[src/rtl/emb_pkg.sv]
// Shared types and codes for the extent map block translator.
package emb_pkg;

    typedef enum logic [2:0] {
        K_LOAD     = 3'd0,
        K_SEEK_BLK = 3'd1,
        K_NEXT_BLK = 3'd2,
        K_SEEK_EXT = 3'd3,
        K_NEXT_EXT = 3'd4,
        K_REMAIN   = 3'd5
    } kind_t;

    typedef enum logic [2:0] {
        ST_IDLE,
        ST_CMP,
        ST_EXEC,
        ST_REM,
        ST_OUT
    } st_t;

    // One entry as seen on the shared read chain.
    typedef struct packed {
        logic [63:0] start;
        logic [63:0] len;
        logic [63:0] lo;
        logic [63:0] off;
    } rd_t;

    // Write of one entry, broadcast along the row.
    typedef struct packed {
        logic        en;
        logic [63:0] start;
        logic [63:0] len;
        logic [63:0] last;
    } wr_t;

endpackage

[src/rtl/emb_cell.sv]
// One extent cell: holds an entry, compares a seek block and joins the read and hit chains.
module emb_cell
    import emb_pkg::*;
#(
    parameter int IDX_W = 4,
    parameter int CNT_W = 5,
    parameter int INDEX = 0
)
(
    input  logic             clk,
    input  wr_t              wr,
    input  logic [IDX_W-1:0] wr_idx,
    input  logic [63:0]      lo_in,
    output logic [63:0]      end_out,
    input  logic             cmp_en,
    input  logic [CNT_W-1:0] count,
    input  logic [63:0]      blk,
    input  logic [IDX_W-1:0] rd_addr,
    input  rd_t              rd_in,
    output rd_t              rd_out,
    input  logic             hit_in,
    input  logic [IDX_W-1:0] hit_idx_in,
    output logic             hit_out,
    output logic [IDX_W-1:0] hit_idx_out
);

    logic [63:0] start_reg;
    logic [63:0] len_reg;
    logic [63:0] end_reg;
    logic [63:0] off_reg;
    logic        match_reg;
    rd_t         mine;

    always_ff @(posedge clk)
    begin
        if (wr.en && (wr_idx == IDX_W'(INDEX)))
        begin
            start_reg <= wr.start;
            len_reg   <= wr.len;
            end_reg   <= wr.last;
        end
        if (cmp_en)
        begin
            match_reg <= (CNT_W'(INDEX) < count) && (lo_in <= blk) && (blk < end_reg);
            off_reg   <= blk - lo_in;
        end
    end

    assign end_out = end_reg;

    always_comb
    begin
        mine.start = start_reg;
        mine.len   = len_reg;
        mine.lo    = lo_in;
        mine.off   = off_reg;
        rd_out     = (rd_addr == IDX_W'(INDEX)) ? (rd_in | mine) : rd_in;
    end

    // Later cells win, so the highest matching index comes out of the row.
    assign hit_out     = match_reg | hit_in;
    assign hit_idx_out = match_reg ? IDX_W'(INDEX) : hit_idx_in;

endmodule

[config.mk]
export PLATFORM = sky130hd
export DESIGN_NAME = emb_cell
export DESIGN_NICKNAME = d
export VERILOG_FILES = /design/src/rtl/emb_pkg.sv /design/src/rtl/emb_cell.sv
export SDC_FILE = /design/constraint.sdc
export NUM_CORES = 1
export LEC_CHECK = 0
export BUFFER_PORTS_ARGS = -buffer_cell sky130_fd_sc_hd__buf_2
export CAP_MARGIN = 20
export CELL_PAD_IN_SITES_DETAIL_PLACEMENT = 0
export CELL_PAD_IN_SITES_GLOBAL_PLACEMENT = 1
export CORE_AREA = 10 10 356 358
export DETAILED_ROUTE_END_ITERATION = 8
export DIE_AREA = 0 0 366 368
export PLACE_DENSITY = 0.5
export SETUP_SLACK_MARGIN = 0.1
export SLEW_MARGIN = 0
export SYNTH_ARGS = -nofsm -noshare
export SYNTH_HDL_FRONTEND = slang
export SYNTH_SLANG_ARGS = --single-unit
[constraint.sdc]
create_clock -name clk -period 8.8 [get_ports clk]
set_input_delay 2.64 -clock clk [delete_from_list [all_inputs] [get_ports clk]]
set_output_delay 2.64 -clock clk [all_outputs]
set_load 0.01 [all_outputs]
==> results.py <==
metrics = {
    "job": {
        "max_cap_violations": 0,
    },
    "synthesis": {
        "synth_edf_count": 257,
        "syn_nets": 2144,
        "netlist_area_sq_um": 15600,
        "yosys_warnings": 0,
        "yosys_register_bits": 257,
        "synth_flop_cell": "edfxtp_1",
        "synth-seq-area-share": 0.4946,
        "synthArstFlopShare": 0,
        "synth_cell_types": 61,
        "avgSynthCellArea_sq_um": 11.00,
        "synth_cells": 1419,
    },
    "drt": {
        "routed_wl_um": 87790,
        "ant_nets": 0,
        "first_pass_iters": 5,
        "first_iter_violations": 857,
        "vias_per_cell": 3.702,
        "wl_per_cell_um": 22.11,
        "vias": 14700,
        "drc": 0,
    },
    "cts": {
        "clockBufferDepth": 3,
        "htreeDepth": 2,
        "post_cts_buffers": 0,
        "cts_hold_buf": 0,
        "clk_pin_slew_ns": 0.05,
        "root_buffer": "clkbuf_16",
        "cts-resized-gates": 0,
        "numCtsBuffers": 39,
        "cts_tree": "yes",
        "cts_sinks": 257,
        "insertion_delay_ns": 0.59,
    },
    "worst_setup_path": {
        "startpoint_type": "input pin",
        "cp_max_fo": 31,
        "path_class": "in -> out",
        "endpoint_kind": "output pin",
        "worstPathArrival_ns": 4.31,
        "required_ns": 6.16,
    },
    "global_route": {
        "grt_max_degree": 122,
        "grt_pass1_wl_um": 121600,
        "use_met3": 0.03188,
        "use_met2": 0.2176,
        "antenna_found_initial": 23,
        "grt_usage": 0.1236,
        "grt-ovfl-total": 0,
        "grt_pass1_vias": 16170,
        "grt.busiest_layer": "met2",
        "grt.met1_usage": 0.1464,
    },
    "final_layout": {
        "finish.net_count": 3052,
        "layout-drive-gt1-share": 0.4268,
        "synthToLayoutAreaGrowth_pct": 49.66,
        "finish.utilization": 0.1957,
        "multiInputGateArea_sq_um": 7082,
        "fin_area_sq_um": 23350,
        "num-fill-cells": 13380,
        "ff_latch_area_sq_um": 7717,
    },
    "floorplan": {
        "initial_utilization": 0.1307,
        "fp.dieH_um": 368,
        "ioPinCount": 922,
        "die_area_sq_um": 134700,
        "coreArea_sq_um": 119300,
        "rows": 127,
        "die_w_um": 366,
    },
    "sta": {
        "max_slew_margin": 0.2317,
        "fmax_mhz": 143.9,
        "setup_viol": 0,
        "fin_tns_setup_ns": 0,
        "grt_setup_unrepaired": "false",
        "fin_skew_ns": 0.01869,
        "period_share": 0.7895,
        "slew_violations": 0,
        "worst_pin_slew_ns": 1.123,
        "hold_viol": 0,
        "period_minus_slack_ns": 6.947,
    },
    "pwr": {
        "finalPower_mw": 3.831,
        "peakVddDrop_mv": 0.1082,
        "leakagePower_nw": 11.66,
        "power_density_nw_per_um2": 164.1,
    },
    "place": {
        "io_buffer_count": 921,
        "dp_hpwl_um": 76090,
        "gp_congestion": 0.8803,
        "placed_cell_area_sq_um": 22100,
    },
    "status": {
        "status": "completed",
    },
    "min_path": {
        "min_path_type": "reg -> reg",
    },
}
[cell type report]
type	instances	share of cell area
antenna	4	0.0004287
clock buffer	48	0.04324
clock inverter	21	0.009913
inverter	151	0.02427
multi-input combinational	948	0.3033
sequential	257	0.3305
tap	1612	0.08637
timing repair buffer	930	0.2020
[logic make-up (layout without fill, tap and decap cells)]
kind of cell	after synthesis	in the layout	share of synthesized area
and+or+nand+nor	226	226	0.07434
xor gates and xnor gates	58	58	0.03256
buffers and inverters	214	1150	0.05204
other	0	4	0
DFF	257	257	0.4946
AOI/OAI and AO/OA	536	536	0.2433
adders and majority gates	128	128	0.1031
[placed cells by master (no fill, tap or decap), drive strengths merged, types with 5 or more instances in the layout]
master     n
nor4       5
nor2      46
a21o     321
clkinv    16
nand2b    17
clkbuf    48
a31oi     12
buf      930
xor2      18
a2111oi    6
ha       127
o31ai      5
nor3      20
inv      153
o211ai     7
nand2     52
o21ai     46
xnor2     40
o21bai    13
nand4     40
edfxtp   257
a21oi     88
nand3     12
o21a       9
nor2b     10
a211oi     6
[cell usage after synthesis (2+ instances only)]
cell type / instances / area share
a2111oi_0: 3 / 0.0017
ha_1: 127 / 0.10
nor3b_1: 3 / 0.0014
buf_2: 7 / 0.0022
a2111oi_2: 3 / 0.0029
o21bai_1: 12 / 0.0058
o21ai_1: 8 / 0.0026
xor2_1: 18 / 0.010
and2_1: 4 / 0.0016
nor3_1: 19 / 0.0061
o221ai_2: 2 / 0.0019
clkbuf_1: 56 / 0.013
nor4_1: 5 / 0.0020
a31oi_1: 11 / 0.0044
o31ai_1: 5 / 0.0024
xnor2_1: 40 / 0.022
a211o_1: 3 / 0.0017
nor2_1: 46 / 0.011
a211oi_1: 5 / 0.0024
nor2b_1: 10 / 0.0040
o211ai_1: 7 / 0.0034
inv_1: 151 / 0.036
nand4_1: 40 / 0.016
and4_1: 4 / 0.0022
a21oi_1: 87 / 0.028
o21ai_0: 38 / 0.012
or4_1: 2 / 0.00096
o21a_1: 9 / 0.0043
edfxtp_1: 257 / 0.49
a21o_1: 321 / 0.15
nand3_1: 12 / 0.0038
or3_1: 4 / 0.0016
a41oi_1: 3 / 0.0017
and3_1: 2 / 0.00080
nand2_1: 52 / 0.013
nand2b_1: 17 / 0.0068
a221o_1: 2 / 0.0013
[worst max-delay path, stage by stage]
cell and delay (ns):
buf_2 0.10, nor4_2 0.43, buf_4 0.29, buf_4 0.36, a21o_1 0.28, buf_2 0.17
[where the power goes]
part | switching (mW) | internal, mW
sequential | 0.0717 | 1.44
combinational | 0.433 | 0.337
clock | 0.636 | 0.912
[layer usage]
layer | up-vias | share of wire
met5 | - | 0.00030
met4 | 4 | 0.023
met3 | 87 | 0.064
met2 | 581 | 0.50
met1 | 6940 | 0.41
li1 | 7088 | -
[per-stage QoR]
step	instances	setup WS, ns	hold slack [ns]
after floorplan	1419	0.9248	0.9432
after global placement	3898	1.845	1.028
after detailed placement	3898	1.849	1.040
after CTS	3967	1.842	1.064
after global routing	3971	1.737	1.120
final	3971	1.853	1.045
[worst paths after layout]
| check | startpoint | to | slack, ns | cells past startpoint |
|---|---|---|---|---|
| max | rd_addr[1] | rd_out[40] | 1.85 | 6 |
| min | end_out[63] | match_reg | 1.04 | 5 |
| max reg2reg | end_out[9] | match_reg | 5.43 | 9 |
| min reg2reg | end_out[63] | match_reg | 1.04 | 5 |
(Power assumes the default switching activity.)
